$ cat config.mk
export PLATFORM = sky130hd
export DESIGN_NAME = tfl_ram
export DESIGN_NICKNAME = d
export VERILOG_FILES = /design/src/rtl/core/tfl_ram.sv
export SDC_FILE = /design/constraint.sdc
export NUM_CORES = 1
export LEC_CHECK = 0
export BUFFER_PORTS_ARGS = -buffer_cell sky130_fd_sc_hd__buf_2
export CORE_AREA = 2 2 93 95
export DETAILED_ROUTE_END_ITERATION = 7
export DIE_AREA = 0 0 95 97
export GPL_TIMING_DRIVEN = 0
export PLACE_DENSITY = 0.85
export SKIP_LAST_GASP = 1
export SYNTH_ARGS = -nofsm -noshare
export SYNTH_HDL_FRONTEND = slang
export SYNTH_SLANG_ARGS = --single-unit
export TNS_END_PERCENT = 1
$ cat constraint.sdc
create_clock -name clk -period 4.5 [get_ports clk]
set_clock_uncertainty 0.2 [all_clocks]
set_input_delay 0.675 -clock clk [delete_from_list [all_inputs] [get_ports clk]]
set_output_delay 0.675 -clock clk [all_outputs]
set_load 0.05 [all_outputs]
$ cat src/rtl/core/tfl_ram.sv
// Generic single-write, single-read synchronous RAM with registered read data.
module tfl_ram #(
    parameter int WIDTH = 8,
    parameter int DEPTH = 16
) (
    input  logic                     clk,
    input  logic                     we,
    input  logic [$clog2(DEPTH)-1:0] waddr,
    input  logic [WIDTH-1:0]         wdata,
    input  logic                     re,
    input  logic [$clog2(DEPTH)-1:0] raddr,
    output logic [WIDTH-1:0]         rdata
);

    logic [WIDTH-1:0] mem [DEPTH];
    logic [WIDTH-1:0] rdata_reg;

    // Write port.
    always_ff @(posedge clk)
    begin
        if (we)
        begin
            mem[waddr] <= wdata;
        end
    end

    // Read port; data holds until the next read.
    always_ff @(posedge clk)
    begin
        if (re)
        begin
            rdata_reg <= mem[raddr];
        end
    end

    assign rdata = rdata_reg;

endmodule

# [After elaboration in Yosys (flattened, before gate mapping)]
# Memories as Yosys holds them, arrays and structs flattened. A register that Yosys moved wholly into a read port is not among the register bits.
# Cells that the tools add are included.
[op_classes] muxes=2
[op_table] cell="$mux W1" count=2
[totals] n_memories=1 register_bits=0 output_inout_bits=8 elab_cells=3 mem_bits_rw=128
[mem_list] memory="mem" words=16 word_bits=8 rd=1 rd_clocked_by_memory_dff=1 write_ports=1 line="15" rtl="logic [WIDTH-1:0] mem [DEPTH];"

# [Logic depth before layout (Yosys ltp)]
[depth] depth_word=2 ltp_mapped=5 depth_no_buf=3

# [Worst setup path before layout]
# Ideal clock, no wire load.
[synth_path] path_type="input to register" from="input waddr[2]" to="memory mem[0][0], enable pin" path_slack_ns=2.132 stages=2 required_ns=3.917 path_buffers=0 t_arrival_ns=1.785 path_cell_list="or3b_2 nor3_1"
[synth_rtl] item="start: declaration" line="8" rtl="input logic [$clog2(DEPTH)-1:0] waddr,"
[synth_rtl] item="end: declaration" line="15"
# No word-level cell before the write port.

# [Worst setup path in the final report]
[layout_path] from="input waddr[2]" to="memory mem[8][4], enable pin"
# No word-level cell before the write port.

==> impl_metrics.ini <==
[layout]
finish.utilization_pct = 74.4
final_common_cell = edfxtp_1
area_growth_pct = 15.7
n_antenna_cell = 0
nets = 292
largest_register_ffs = 128
drive_gt1_share_pct = 27.6
fin_area_um2 = 6050
layout_common_cells = edfxtp_1 (136), buf_2 (28), mux4_2 (18)

[yosys]
syn_nets = 248
synth_area_per_cell_um2 = 22.8
synth_seq_cells = 136
yosysUniqueCellTypes = 18
ys_seq_area_share_pct = 78.1
synth_area_leaders = edfxtp_1 (78%), mux4_2 (7.8%), mux4_1 (7.0%)
synth_top_family_by_area = multiplexers
synth_area_um2 = 5230
synthMuxAreaShare_pct = 14.8
synth-compound-area-share_pct = 2.30
synth_fa_ha_area_share_pct = 0
yosysTopAreaCell = edfxtp_1
yosys_warnings = 0
synth_simple_gate_area_share_pct = 3.14
synth_xor_area_share_pct = 0
synth_top_area_share_pct = 78.1
syn_inst = 229

[placement]
portBuffers = 25
routabilityCongestion = 0.723
dpl.hpwl_um = 6110
postPlaceCellArea_um2 = 5480

[timing]
fin_hold_ws_ps = 312
layout_worst_path_cycle_share_pct = 46.8
worstMarginPinSlew_ps = 1220
final_hold_viol_count = 0
slew-limit-headroom_pct = 18.3
tns_ps = 0
fin_crit_ps = 2100
clock.fmax_ghz = 0.475
slew_viol_final = 0
setup_violations = 0
rsz0062_at_grt = no

[worst_setup_path]
end_kind = flip-flop
cp_top_family = simple AND/OR/NAND/NOR gates
critPathArrivalTime_ps = 2030
cp_data_required_time_ps = 4420
path_max_fanout = 8
crit_type = primary input to flip-flop
cp_slowest_stage_delay_ps = 970
cp_cell_sequence = buf_2, nand3b_1, nor3_1
cp_num_buf_inv = 1
setup.worst_path.start_class = primary input
cp_slowest_cell = nor3_1

[run]
drv_cap = 0

[power]
p_clk_share_pct = 45.3
p_leak_nw = 2.02
vdd_ir_drop_max_mv = 0.338
comb_power_share_pct = 5.4
pwr-share-seq_pct = 49.3
power_density_nw_per_um2 = 481
switchingPower_mw = 0.593
p_int_mw = 2.32
switching_share_pct = 20.4

[clocking]
cts_tree = yes
cts_setup_buffers = 0
cts.sinks = 136
cts_hold_buf = 0
numCtsBuffers = 17
clock_latency_ps = 520
path_clk_slew_ps = 60
htreeDepth = 4
root_buffer = clkbuf_8
cts_resized = 0
cts_buffer_depth = 2

[global_route]
grt_first_pass_wirelength_um = 16200
overflow = 0
grt_pass1_vias = 2614
grt_usage_pct = 25.8
grt_max_degree = 17
antenna_found_initial = 0

[route]
remaining_drc_errors = 0
drt_iter0_markers = 376
wire_per_inst_um = 27.2
num_vias = 2577
drt_pass1_iterations = 5
routed_wl_um = 10600
drtAntennaViolNets = 0
vias_per_cell = 6.59

[floorplanning]
io_pins = 27
rows = 33
die_h_um = 97
die_w_um = 95
start_util_pct = 64.3
core_area_um2 = 8130
die_area_um2 = 9220

[hold_path]
min_path_type = primary input to flip-flop

[status]
status = finished, final reports clean
==> through the flow <==
step | total power, mW | worst slack, ps | std cells
6_report | 2.91 | 2400 | 391
5_1_grt | 2.99 | 2290 | 391
4_1_cts | 2.92 | 1970 | 391
3_5_place_dp | 1.61 | 1570 | 359
3_3_place_gp | 1.60 | 1620 | 359
2_1_floorplan | 1.55 | 2130 | 229
==> metal layers <==
layer  vias to the layer above  track usage [%]  wire, um
met2                       156             37.5      5410
met3                        11             7.32       865
met1                      1343             39.3      4280
met5                         -                0         0
li1                       1067                -         -
met4                         0             7.36        93
==> worst reg2reg max path, cell delays in order, from the launching register on <==
cell,delay [ps]
edfxtp_1,380
mux4_1,550
a22oi_1,350
nand2_1,140
==> power groups by stage <==
stage | registers, mW | clock network, mW | logic, mW
finish | 1.44 | 1.32 | 0.156
global route | 1.44 | 1.38 | 0.167
CTS | 1.44 | 1.33 | 0.156
detailed placement | 1.46 | 0 | 0.152
global placement | 1.46 | 0 | 0.147
floorplan | 1.48 | 0 | 0.0720
==> cell usage after synthesis (all sizes together) <==
| library cell | instances |
|---|---|
| edfxtp | 136 |
| mux4 | 32 |
| a22oi | 16 |
| nor2 | 13 |
| nand2 | 9 |
| buf | 7 |
| nor3 | 4 |
| clkdlybuf4s25 | 3 |
| nand2b | 2 |
| nand3b | 2 |
| and2 | 1 |
| and2b | 1 |
| nand3 | 1 |
| nor2b | 1 |
| or3b | 1 |
==> worst paths after layout <==
| check | cells after the start | to | slack (ps) | start |
|---|---|---|---|---|
| max | 3 | mem[8][4] | 2400 | waddr[2] |
| min | 1 | rdata[1] | 310 | re |
| max reg2reg | 3 | rdata[0] | 2620 | mem[1][0] |
| min reg2reg | 3 | rdata[5] | 560 | mem[8][5] |
==> layout make-up <==
class / instances / area (um2)
repair buffers: 25 / 125
multi-input cells: 83 / 1060
plain buffers: 10 / 86.3
clock buffers: 21 / 429
clock inverters: 11 / 130
well taps: 105 / 131
fillers: 420 / 2090
flip-flops and latches: 136 / 4080
==> logic make-up after synthesis <==
logic type,Yosys count
flip-flops,136
AND/OR/NAND/NOR,35
multiplexers,32
AO/OA/AOI/OAI,16
buffers and inverters,10
(Power assumes the default switching activity.)
