### src/rtl/core/tfl_pkg.sv
// Shared types, constants and helper functions for the TCP flow table.
package tfl_pkg;

    // Table geometry. BUCKETS is a power of two so the bucket is the low hash bits.
    localparam int BUCKETS = 1024;
    localparam int ENTRIES = 3072;
    localparam int BKT_W   = $clog2(BUCKETS);
    localparam int ENT_W   = $clog2(ENTRIES);
    localparam int LINK_W  = ENT_W + 1;

    localparam logic [LINK_W-1:0] LINK_NIL   = '1;
    localparam logic [LINK_W-1:0] ENTRIES_L  = LINK_W'(ENTRIES);
    localparam logic [LINK_W-1:0] BUCKETS_L  = LINK_W'(BUCKETS);
    localparam logic [31:0]       CRC32C_POLY = 32'h82F63B78;

    typedef enum logic [1:0] {
        REQ_LOOKUP = 2'd0,
        REQ_INSERT = 2'd1,
        REQ_REMOVE = 2'd2,
        REQ_NONE   = 2'd3
    } req_t;

    typedef enum logic [1:0] {
        ST_OK     = 2'd0,
        ST_MISS   = 2'd1,
        ST_FULL   = 2'd2,
        ST_UNUSED = 2'd3
    } status_t;

    typedef enum logic [3:0] {
        S_CLEAR,
        S_IDLE,
        S_HASH,
        S_LK_HEAD,
        S_LK_ENT,
        S_INS,
        S_INS_POP,
        S_INS_LINK,
        S_INS_FIX,
        S_RM_CHK,
        S_RM_NX,
        S_RM_PV,
        S_DONE
    } fsm_t;

    // One pool entry as stored in the entry memory.
    typedef struct packed {
        logic              in_use;
        logic [BKT_W-1:0]  bucket;
        logic [LINK_W-1:0] prev;
        logic [LINK_W-1:0] next;
        logic [31:0]       ports;
        logic [63:0]       addrs;
    } entry_t;

    localparam int ENTRY_W = $bits(entry_t);

    // A link points at an entry when it is below the pool size.
    function automatic logic link_valid(input logic [LINK_W-1:0] l);
        return l < ENTRIES_L;
    endfunction

    // Reflected CRC32C over one byte, least significant bit first.
    function automatic logic [31:0] crc_byte(input logic [31:0] crc, input logic [7:0] b);
        logic [31:0] c;
        c = crc ^ {24'd0, b};
        for (int i = 0; i < 8; i++) begin
            c = (c >> 1) ^ (c[0] ? CRC32C_POLY : 32'd0);
        end
        return c;
    endfunction

endpackage

### src/rtl/core/tfl_hash.sv
// Bucket hash unit: CRC32C one byte per cycle, or a plain XOR.
module tfl_hash (
    input  logic                 clk,
    input  logic                 rst_n,
    input  logic                 start,
    input  logic                 mode,
    input  logic [31:0]          src_addr,
    input  logic [31:0]          dst_addr,
    input  logic [15:0]          src_port,
    input  logic [15:0]          dst_port,
    output logic                 done,
    output logic [tfl_pkg::BKT_W-1:0] bucket
);
    import tfl_pkg::*;

    logic        busy_reg, busy_next;
    logic        done_reg, done_next;
    logic [2:0]  cnt_reg, cnt_next;
    logic [31:0] crc_reg, crc_next;
    logic [63:0] data_reg, data_next;
    logic [31:0] addr_x;
    logic [31:0] port_x;

    assign addr_x = src_addr ^ dst_addr;
    assign port_x = {16'd0, src_port ^ dst_port};

    // The address word is fed first, then the port word, low byte first.
    always_comb
    begin
        busy_next = busy_reg;
        done_next = 1'b0;
        cnt_next  = cnt_reg;
        crc_next  = crc_reg;
        data_next = data_reg;
        if (start)
        begin
            if (mode)
            begin
                busy_next = 1'b1;
                cnt_next  = 3'd0;
                crc_next  = 32'd0;
                data_next = {port_x, addr_x};
            end
            else
            begin
                crc_next  = addr_x ^ port_x;
                done_next = 1'b1;
            end
        end
        else if (busy_reg)
        begin
            crc_next  = crc_byte(crc_reg, data_reg[7:0]);
            data_next = data_reg >> 8;
            cnt_next  = cnt_reg + 3'd1;
            if (cnt_reg == 3'd7)
            begin
                busy_next = 1'b0;
                done_next = 1'b1;
            end
        end
    end

    always_ff @(posedge clk or negedge rst_n)
    begin
        if (!rst_n)
        begin
            busy_reg <= 1'b0;
            done_reg <= 1'b0;
            cnt_reg  <= 3'd0;
        end
        else
        begin
            busy_reg <= busy_next;
            done_reg <= done_next;
            cnt_reg  <= cnt_next;
        end
    end

    always_ff @(posedge clk)
    begin
        crc_reg  <= crc_next;
        data_reg <= data_next;
    end

    assign done   = done_reg;
    assign bucket = crc_reg[BKT_W-1:0];

endmodule

### config.mk
export PLATFORM = sky130hd
export DESIGN_NAME = tfl_hash
export DESIGN_NICKNAME = d
export VERILOG_FILES = /design/src/rtl/core/tfl_pkg.sv /design/src/rtl/core/tfl_hash.sv
export SDC_FILE = /design/constraint.sdc
export NUM_CORES = 1
export LEC_CHECK = 0
export BUFFER_PORTS_ARGS = -buffer_cell sky130_fd_sc_hd__buf_2
export CORE_ASPECT_RATIO = 0.8
export CORE_MARGIN = 2
export CORE_UTILIZATION = 55
export CTS_BUF_LIST = sky130_fd_sc_hd__clkbuf_16
export DETAILED_ROUTE_END_ITERATION = 10
export HOLD_SLACK_MARGIN = 0.03
export MAX_ROUTING_LAYER = met4
export PLACE_DENSITY_LB_ADDON = 0.12
export SLEW_MARGIN = 20
export SYNTH_ARGS = -nofsm -noshare
export SYNTH_HDL_FRONTEND = slang
export SYNTH_SLANG_ARGS = --single-unit
export TNS_END_PERCENT = 10
### constraint.sdc
create_clock -name clk -period 3.8 [get_ports clk]
set_input_delay 0.76 -clock clk [delete_from_list [all_inputs] [get_ports clk]]
set_output_delay 0.76 -clock clk [all_outputs]
set_load 0.01 [all_outputs]
======== Word level (Yosys, flattened, before mapping) ========
Index checks and enable logic that the tools add are counted.
W data, S select, Z words.
word-level totals
  word-level logic and storage cells ...... 47
  output and inout port bits .............. 11
  memories kept ........................... 0
  bits in registers ....................... 101
  bits in writable memories ............... 0
  bits in read-only memories .............. 0
  latch bits .............................. 0
  input port bits ......................... 100
operators by class
  bitwise logic cells ..................... 12
  shift-type cells ........................ 0
  div/mod/pow operators ................... 0
  multiply operators ...................... 0
  multiplexer cells ....................... 25
  $lt $le $gt $ge ......................... 0
  add/sub/neg operators ................... 1
  reductions and logical operators ........ 2
  equal/unequal tests ..................... 2
operator list
  kind                   number
  $mux W32               11
  $xor A31 B32 Y32       8
  $mux W64               3
  $xor A32 B16 Y32       1
  $xor A32 B32 Y32       1
  $xor A32 B8 Y32        1
  $xor A16 B16 Y16       1
  $mux W3                3
  $mux W1                8
  $add A3 B1 Y3 const B  1
  $eq A3 B3 Y1 const B   1
  $ne A2 B1 Y1 const B   1
  $reduce_and A2 Y1      1
  $reduce_bool A2 Y1     1

======== Depth between registers and ports, before layout ========
Gate-level depths: netlist of run 1.
  word-level depth ........................ 19
  depth in mapped cells ................... 5
  gate-level depth less buffers ........... 5

======== Worst setup path before layout of run 1 ========
No wires, ideal clock.
  path kind ............................... input port to flip-flop
  start point ............................. input port start
  end point ............................... register data_reg[0] (enable)
  path buffers ............................ 1
  arrival ................................. 2.787 ns
  data required time ...................... 3.390 ns
  setup slack ............................. 0.603 ns
  stages .................................. 3
  cells stage by stage .................... clkbuf_1 or2_2 and2_1
between the ends
  cells in the longest elaborated chain, start to end .. 2
ends and longest elaborated chain
  what                                                                 RTL line        RTL
  start, declared                                                      tfl_hash.sv:5   input logic start,
  $ne A2 B1 Y1 (no line) / $reduce_bool A2 Y1 (equally long branches)  n/a
  $reduce_and A2 Y1 (no line) *                                        n/a
  end signal, assigned                                                 tfl_hash.sv:82  data_reg <= data_next;
  end, declared                                                        tfl_hash.sv:20  logic [63:0] data_reg, data_next;
Every way passes the cells marked *; elsewhere a longest branch is shown, timed or not.
A chain may end at the register's enable or synchronous reset.

======== Final worst setup path of run 1 ========
  start point ............................. register data_reg[2]
  end point ............................... register crc_reg[6], data pin
between the ends
  cells in the longest elaborated chain, start to end .. 13
ends and longest elaborated chain
  what                              RTL line        RTL
  $xor A32 B8 Y32 *                 tfl_pkg.sv:66   c = crc ^ {24'd0, b};
  $xor A31 B32 Y32 * (2 in series)  tfl_pkg.sv:68   c = (c >> 1) ^ (c[0] ? CRC32C_POLY : 32'd0);
  $mux W32 *                        tfl_pkg.sv:68
  $xor A31 B32 Y32 * (5 in series)  tfl_pkg.sv:68
  $mux W32                          tfl_pkg.sv:68
  $xor A31 B32 Y32 *                tfl_pkg.sv:68
  $mux W32 *                        tfl_hash.sv:50  else if (busy_reg)
  $mux W32 *                        tfl_hash.sv:35  if (start)
  named net crc_next[6]             tfl_hash.sv:19  logic [31:0] crc_reg, crc_next;
  end signal, assigned              tfl_hash.sv:81  crc_reg <= crc_next;
  end, declared                     tfl_hash.sv:19
The timed path passes the listed nets; every way through them passes the cells marked *. The select of a mux whose other input is x is not followed.

==> out/metrics.csv, run 1 <==
stage,metric,value,unit
floorplanning,placeableCoreArea,0.00860,mm2
logic_synthesis,yosysWarnings,0,
finish,num_antenna_cells,0,
power,power_leakage,2.25,nW
finish,syn_to_final_growth,16.8,%
logic_synthesis,async_reset_ff_share,5.88,%
floorplanning,dieArea,0.00973,mm2
grt,antenna_found_initial,0,
sta,clock-skew-final,0.00775,ns
sta,fin_setup_tns,0,ns
finish,seq_area,0.00253,mm2
sta,layout_setup_ws,1.46,ns
clock_network,cts_tree,done,
grt,grt_pass1_vias,2906,
clock_network,clock_latency,0.34,ns
logic_synthesis,syn_inst,397,
logic_synthesis,ys_types,29,
clock_network,clockBufferDepth,2,
drt,met1Wirelength,4410,um
place,place_hpwl,6650,um
worst_setup_path,crit_fanout,6,
drt,drtAntennaViolNets,0,
place,io_buffers,110,
drt,vias_per_cell,5.10,
worst_setup_path,arrival,2.39,ns
floorplanning,num_rows,30,
logic_synthesis,yosysSeqAreaShare,51.3,%
sta,timing.final.crit_share,61.6,%
logic_synthesis,synth.top_cell.area_share,48.8,%
logic_synthesis,netlist_area,0.00492,mm2
drt,drt_iter0_markers,150,
grt,grt_overflow_total,0,
worst_setup_path,r2r-start,data_reg[2],
logic_synthesis,yosys-top-cells-count,"114 x xnor2_1, 80 x edfxtp_1, 40 x a21oi_1, 40 x nor2_1, 34 x o22ai_1",
clock_network,cts_buffers,9,
drt,num_vias,3103,
finish,nNetsFinal,594,
worst_setup_path,start_kind,flop,
place,place_congestion,0.774,
sta,finalSetupViolations,0,
grt,grt_pass1_wl,15000,um
worst_setup_path,endpoint,crc_reg[6],
clock_network,ctsResizeCount,0,
sta,min_period,2.34,ns
run,drv_cap,0,
worst_setup_path,critical_path_class,flop to flop,
finish,largest_register_ff_count,48,
place,place_area,0.00546,mm2
floorplanning,ios,111,
clock_network,cts_hold_buf,0,
power,power_density,995,mW/mm2
logic_synthesis,avgSynthCellArea,12.4,um2
clock_network,cts-htree-levels,3,
worst_hold_path,hold_path_class,input port to async pin,
status,status,"finished, final reports clean",
power,p_total,0.00572,W
floorplanning,die_w,110,um
clock_network,clock-sinks,85,
worst_setup_path,r2r_end,crc_reg[6],
logic_synthesis,synth-main-ff-cell,edfxtp_1,
sta,grt_setup_unrepaired,false,
floorplanning,start_util,57.3,%
logic_synthesis,ys_ff_latch,85,
worst_setup_path,cp.required,3.85,ns
drt,wl_met3,655,um
grt,grt_max_degree,108,
floorplanning,die_h,88.6,um
logic_synthesis,yosysTopAreaCell,edfxtp_1,
worst_setup_path,startpoint,data_reg[2],
drt,firstDrtPassIters,5,
finish,n_fill_cell,643,
logic_synthesis,synth_area_leaders,"edfxtp_1 49%, xnor2_1 20%, o22ai_1 4.3%, a21oi_1 4.1%, nor2_1 3.1%",
worst_setup_path,r2r_slack,1.46,ns
grt,track_usage,21.9,%
sta,worst_pin_slew,0.969,ns
logic_synthesis,synth_fp_nets,499,
logic_synthesis,yosysMostFrequentCell,xnor2_1,
clock_network,cts_setup_buffers,0,
clock_network,path_clk_slew,0.06,ns
drt,routed.top_layer,met4,
drt,drt-total-wl,9380,um
drt,dr_wl_met2,4200,um
finish,final_area,0.00575,mm2
drt,drc,0,
logic_synthesis,synth_edf_count,80,
finish,drive_above_1_share,28.8,%
sta,fmax,428,MHz
worst_setup_path,end_kind,flop,
worst_setup_path,r2r.worst_path.cells,5,
place,dp_slack,1.29,ns
clock_network,clockRootBuffer,clkbuf_16,
drt,routedWlPerCell,15.4,um
finish,multi_input_area,0.00221,mm2
power,ir_worst_vdd,0.579,mV
sta,hold_violations,0,
sta,slew_viol_final,0,
sta,max_slew_margin,35.4,%
## worst max-delay path, stage by stage, from the launching register on
cell and delay [ns]:
edfxtp_1 0.41, xnor2_2 0.48, xor3_4 0.61, xor2_2 0.23
xnor2_1 0.22, o22ai_1 0.11
## metrics by stage
| stage | hold slack (ns) | cells | utilization (%) |
|---|---|---|---|
| finish | 0.224 | 609 | 66.9 |
| global route | 0.217 | 609 | 66.9 |
| CTS | 0.219 | 609 | 66.9 |
| detailed placement | 0.558 | 593 | 63.6 |
| global placement | 0.545 | 593 | 63.6 |
| floorplan | 0.464 | 397 | - |
## layout by cell type, fill, tap and decap left out, types with 2 or more instances in the layout
cell type   instances
xnor2_1           114
buf_2             109
edfxtp_1           80
nor2_1             40
a21oi_1            40
o22ai_1            34
xor2_1             12
clkbuf_16           9
nor2b_1             8
inv_1               6
xnor2_2             5
dfrtp_1             5
o21ai_0             4
buf_4               4
xnor2_4             3
xnor3_1             3
xor2_2              2
xnor3_2             2
mux2i_1             2
ha_1                2
clkinvlp_4          2
## routing by layer
| metal | vias to the layer above | GRT usage (%) |
|---|---|---|
| met4 | 0 | 5.18 |
| met3 | 12 | 6.04 |
| met5 | - | - |
| met1 | 1418 | 31.9 |
| li1 | 1571 | - |
| met2 | 102 | 30.5 |
## worst min-delay path by stage
stage                       startpoint            to  slack, ns
after global routing             rst_n    cnt_reg[2]       0.22
after global placement    data_reg[40]  data_reg[32]       0.55
after floorplan                  rst_n      busy_reg       0.46
final                            rst_n    cnt_reg[2]       0.22
after detailed placement  data_reg[22]  data_reg[14]       0.56
after CTS                        rst_n    cnt_reg[2]       0.22
## kinds of logic (layout without fill, tap and decap cells)
logic type | count (synthesis) | in the layout | synth area share [%]
xor gates and xnor gates | 144 | 144 | 30.4
buffers and inverters | 33 | 133 | 3.89
muxes | 2 | 2 | 0.407
adders and majority gates | 2 | 2 | 0.508
AOI/OAI and AO/OA | 78 | 78 | 8.80
DFF | 85 | 85 | 51.3
and+or+nand+nor | 53 | 53 | 4.70
## where the power goes
part           total [W]  internal (W)  switching, W
logic            0.00329       0.00168       0.00161
registers        0.00159       0.00145      0.000140
clock network   0.000839      0.000500      0.000339
## final cells by class
class	count	area share, %
well taps	112	2.44
clock buffers	9	3.92
multi-input cells	279	38.4
flip-flops and latches	85	44.0
clock inverters	7	1.07
inverters	4	0.261
repair buffers	113	10.0
(Power assumes the default switching activity.)
==> run 2, diff against run 1 <==
Settings changed: CORE_UTILIZATION 55 to 49.
Clock period 3.8 ns to 2.1 ns, I/O delays scaled along.
==> out/metrics.csv, run 2 (same netlist as run 1, synthesis figures left out) <==
stage,metric,value,unit,change
status,status,"finished, final reports clean",,
sta,hold_violations,0,,unchanged
finish,finalNonFillerCells,651,,+6.9%
power,ir_worst_vdd,0.871,mV,+50%
drt,drtAntennaViolNets,0,,unchanged
power,p_total,0.0111,W,+93%
floorplanning,placeableCoreArea,0.00969,mm2,+13%
sta,fin_setup_tns,0,ns,unchanged
place,place_hpwl,6890,um,+3.6%
finish,seq_area,0.00253,mm2,unchanged
floorplanning,ios,111,,unchanged
grt,grt_max_degree,82,,-24%
finish,nNetsFinal,612,,+3.0%
drt,drc,0,,unchanged
place,dp_slack,0.0504,ns,-1.24 ns
power,power_leakage,2.36,nW,+5.1%
worst_setup_path,critical_path_class,flop to flop,,
worst_setup_path,start_kind,flop,,
worst_setup_path,cpPeakStageDelay,0.47,ns,-0.14 ns
drt,num_vias,3213,,+3.5%
floorplanning,dieArea,0.0109,mm2,+12%
worst_setup_path,slowest_stage,xor3_4,,
clock_network,path_clk_slew,0.06,ns,about the same
finish,num_antenna_cells,0,,unchanged
floorplanning,start_util,50.8,%,-6.5 points
finish,largest_register_ff_count,48,,unchanged
sta,slew_viol_final,0,,unchanged
finish,syn_to_final_growth,21.7,%,
drt,firstDrtPassIters,4,,-1
clock_network,cts-htree-levels,3,,unchanged
sta,max_slew_margin,55.6,%,+20 points
sta,timing.final.crit_share,97.9,%,+36 points
worst_hold_path,hold_path_class,input port to flop,,
floorplanning,die_h,93.6,um,+5.7%
grt,grt_pass1_vias,3000,,+3.2%
place,io_buffers,110,,unchanged
sta,worst_pin_slew,0.666,ns,-0.303 ns
clock_network,cts_tree,done,,
run,drv_cap,0,,unchanged
clock_network,cts_buffers,9,,unchanged
finish,n_fill_cell,824,,+28%
finish,final_common_cell,xnor2_1,,
clock_network,clock-sinks,85,,unchanged
drt,drt-total-wl,9960,um,+6.2%
sta,clock-skew-final,0.00659,ns,-0.00116 ns
floorplanning,num_rows,32,,+6.7%
sta,grt_setup_unrepaired,true,,
finish,layout_common_cells,"112 x xnor2_1, 109 x buf_2, 80 x edfxtp_1",,
worst_setup_path,cpLargestDelayFamily,XOR/XNOR gates,,
grt,grt_pass1_wl,15300,um,+2.2%
drt,vias_per_cell,4.94,,-3.1%
grt,grt_overflow_total,0,,unchanged
drt,routedWlPerCell,15.3,um,-0.69%
clock_network,clockBufferDepth,2,,unchanged
floorplanning,die_w,116,um,+5.7%
worst_setup_path,arrival,2.13,ns,-0.26 ns
sta,finalSetupViolations,0,,unchanged
worst_setup_path,path_buf_inv,0,,unchanged
sta,min_period,2.06,ns,-0.283 ns
worst_setup_path,crit_chain,xnor2_4 -> xor3_4 -> xor2_2 -> xnor2_1 -> o22ai_1,,
place,place_congestion,0.904,,+17%
grt,track_usage,19.7,%,-2.2 points
clock_network,clock_latency,0.34,ns,about the same
worst_setup_path,end_kind,flop,,
place,dp_cells,632,,+6.6%
sta,layout_setup_ws,0.0440,ns,-1.42 ns
worst_setup_path,cp.required,2.18,ns,-1.67 ns
sta,fmax,486,MHz,+14%
finish,drive_above_1_share,31.8,%,+3.1 points
finish,multi_input_area,0.00224,mm2,+1.4%
power,power_density,1850,mW/mm2,+86%
grt,antenna_found_initial,0,,unchanged
drt,drt_iter0_markers,208,,+39%
clock_network,clockRootBuffer,clkbuf_16,,
worst_setup_path,crit_fanout,7,,+1
sta,whs,0.348,ns,+0.124 ns
==> run 2: path summary, 6_finish.rpt <==
kind,end,slack [ns],from,cells past startpoint
worst max register to register,crc_reg[6],0.04,data_reg[3],5
worst min register to register,data_reg[17],0.57,data_reg[25],2
max in group asynchronous,cnt_reg[0],1.55,rst_n,2
min in group asynchronous,done,0.41,rst_n,2
worst max-delay path,crc_reg[6],0.04,data_reg[3],5
worst min-delay path,busy_reg,0.35,mode,3
==> run 2: metal layers <==
metal | share of wire (%) | wire length (um) | vias up | GRT usage [%]
met1 | 48 | 4800 | 1510 | 26.9
li1 | - | - | 1600 | -
met3 | 5.8 | 574 | 9 | 5.44
met4 | 0.96 | 96 | 0 | 6.45
met5 | 0 | 0 | - | -
met2 | 45 | 4490 | 94 | 28.6
==> run 2: timing repair <==
item | in CTS | in global routing
hold buffers | 1 | 0
resized for setup | 0 | 4
endpoints found under the hold margin | 5 | 0
setup endpoints to repair | 0 | 10
setup buffers | 0 | 2
==> run 2: power breakdown <==
part	total (W)	switching, W	leakage, nW	internal [W]
sequential	0.00289	0.000269	0.903	0.00262
clock	0.00169	0.000654	0.150	0.00103
combinational	0.00649	0.00300	1.31	0.00348
==> run 2: cell type report <==
class | instances | share of cell area, %
Clock inverter | 7 | 1.52
Sequential cell | 85 | 42.2
Inverter | 4 | 0.251
Tap cell | 136 | 2.84
Clock buffer | 9 | 3.76
Multi-Input combinational cell | 279 | 37.3
Timing Repair Buffer | 131 | 12.1
==> run 2: per-stage QoR <==
step	util, %	area, um2
2_1_floorplan	-	4930
3_3_place_gp	58.0	5620
3_5_place_dp	58.0	5620
4_1_cts	61.4	5950
5_1_grt	61.8	5990
6_report	61.8	5990
==> run 2: worst min-delay path, cell delays in order <==
cell	delay [ns]
buf_2	0.08
o21ai_0	0.07
o21ai_0	0.08
==> run 3, diff against run 2 <==
Settings changed: CORE_MARGIN 2 to not set, REMOVE_ABC_BUFFERS set to 1.
==> out/metrics.csv, run 3 (same netlist as run 1, synthesis figures left out) <==
stage,metric,value,unit,change
status,status,"finished, final reports clean",,
worst_setup_path,r2r_slack,0.08,ns,+0.03 ns
place,io_buffers,110,,unchanged
worst_setup_path,start_kind,flop,,
sta,clock-skew-final,0.00442,ns,-0.00217 ns
sta,worst_pin_slew,0.464,ns,-0.201 ns
worst_setup_path,cp.required,2.17,ns,about the same
sta,fin_setup_tns,0,ns,unchanged
worst_setup_path,crit_fanout,4,,-3
worst_setup_path,endpoint,crc_reg[9],,
clock_network,cts_buffers,9,,unchanged
drt,routedWlPerCell,14.6,um,-4.7%
place,place_congestion,0.749,,-17%
run,drv_cap,0,,unchanged
sta,grt_setup_unrepaired,true,,
worst_setup_path,critical_path_class,flop to flop,,
floorplanning,ios,111,,unchanged
drt,num_vias,3191,,-0.68%
grt,grt_overflow_total,0,,unchanged
worst_setup_path,r2r-start,data_reg[7],,
sta,fmax,494,MHz,+1.6%
finish,nNetsFinal,614,,+0.33%
drt,vias_per_cell,4.89,,-0.99%
floorplanning,placeableCoreArea,0.00969,mm2,unchanged
finish,syn_to_final_growth,20.7,%,
finish,n_fill_cell,828,,+0.49%
floorplanning,start_util,50.8,%,unchanged
worst_setup_path,r2r.worst_path.cells,5,,unchanged
floorplanning,dieArea,0.0105,mm2,-3.8%
clock_network,cts_tree,done,,
finish,drive_above_1_share,31.5,%,-0.32 points
sta,finalSetupViolations,0,,unchanged
grt,antenna_found_initial,0,,unchanged
drt,drt-total-wl,9520,um,-4.4%
drt,drtAntennaViolNets,0,,unchanged
sta,hold_violations,0,,unchanged
grt,grt_max_degree,120,,+46%
worst_setup_path,startpoint,data_reg[7],,
sta,slew_viol_final,0,,unchanged
clock_network,path_clk_slew,0.06,ns,about the same
place,place_hpwl,6700,um,-2.8%
floorplanning,die_h,91.6,um,-2.1%
drt,drt_iter0_markers,138,,-34%
clock_network,clock-sinks,85,,unchanged
clock_network,cts-htree-levels,3,,unchanged
drt,drc,0,,unchanged
worst_hold_path,hold_path_class,input port to flop,,
worst_hold_path,hold_start,mode,,
clock_network,clockBufferDepth,2,,unchanged
power,ir_worst_vdd,0.762,mV,-13%
grt,grt_pass1_vias,3080,,+2.7%
sta,timing.final.crit_share,96.4,%,-1.5 points
sta,max_slew_margin,69.0,%,+13 points
drt,firstDrtPassIters,4,,unchanged
worst_setup_path,arrival,2.09,ns,-0.04 ns
finish,final_common_cell,xnor2_1,,
floorplanning,num_rows,32,,unchanged
grt,grt_pass1_wl,15300,um,unchanged
worst_setup_path,end_kind,flop,,
finish,layout_common_cells,"114 x xnor2_1, 109 x buf_2, 80 x edfxtp_1",,
power,power_leakage,2.35,nW,-0.56%
power,power_density,1800,mW/mm2,-2.4%
clock_network,clock_latency,0.33,ns,about the same
sta,min_period,2.02,ns,-0.0321 ns
grt,track_usage,20.1,%,+0.45 points
sta,whs,0.355,ns,+0.00656 ns
finish,largest_register_ff_count,48,,unchanged
worst_setup_path,r2r_end,crc_reg[9],,
clock_network,cts_setup_buffers,0,,unchanged
floorplanning,die_w,114,um,-1.7%
clock_network,clockRootBuffer,clkbuf_16,,
finish,num_antenna_cells,0,,unchanged
## run 3: final cells by class
class | instances | area (um2) | area share [%]
multi-input cells | 279 | 2210 | 37.1
inverters | 4 | 15.0 | 0.253
clock buffers | 9 | 225 | 3.79
clock inverters | 7 | 58.8 | 0.989
flip-flops and latches | 85 | 2530 | 42.5
repair buffers | 133 | 741 | 12.5
well taps | 136 | 170 | 2.86
## run 3: worst min path at each step
stage / to / depth (start not counted) / slack (ns)
6_report: busy_reg / 3 / 0.35
3_5_place_dp: cnt_reg[2] / 1 / 0.24
3_3_place_gp: cnt_reg[2] / 1 / 0.24
2_1_floorplan: busy_reg / 0 / 0.12
4_1_cts: busy_reg / 3 / 0.35
5_1_grt: cnt_reg[2] / 2 / 0.37
## run 3: worst max-delay path, cell delays in order, from the launching register on
cell and delay, ns:
edfxtp_1 0.45, xnor2_4 0.21, xor3_4 0.59, xor2_2 0.22, xnor2_1 0.19, o22ai_1 0.09
## run 3: power breakdown
group / internal, W / switching [W]
registers: 0.00262 / 0.000271
logic: 0.00339 / 0.00292
clock network: 0.000904 / 0.000612
## run 3: what timing repair did
| action | in CTS | in global routing |
|---|---|---|
| resized for setup | 0 | 1 |
| hold buffers | 1 | 0 |
| endpoints found under the hold margin | 5 | 0 |
| setup endpoints to repair | 0 | 4 |
## run 3: layer usage
| layer | up-vias | routed length [um] | global-route usage [%] |
|---|---|---|---|
| met5 | - | 0 | - |
| met4 | 0 | 62 | 4.55 |
| met3 | 7 | 361 | 4.36 |
| met2 | 75 | 4480 | 31.7 |
| met1 | 1504 | 4620 | 26.8 |
| li1 | 1605 | - | - |
## run 3: through the flow
step	total power [W]	setup slack [ns]	area, um2	std cells	util, %
detailed placement	0.00921	0.0790	5650	636	58.3
global placement	0.00909	0.117	5650	636	58.3
global route	0.0114	-0.0151	5940	653	61.3
finish	0.0107	0.0761	5940	653	61.3
CTS	0.0108	0.0464	5940	653	61.3
floorplan	0.00764	-0.518	4750	368	-
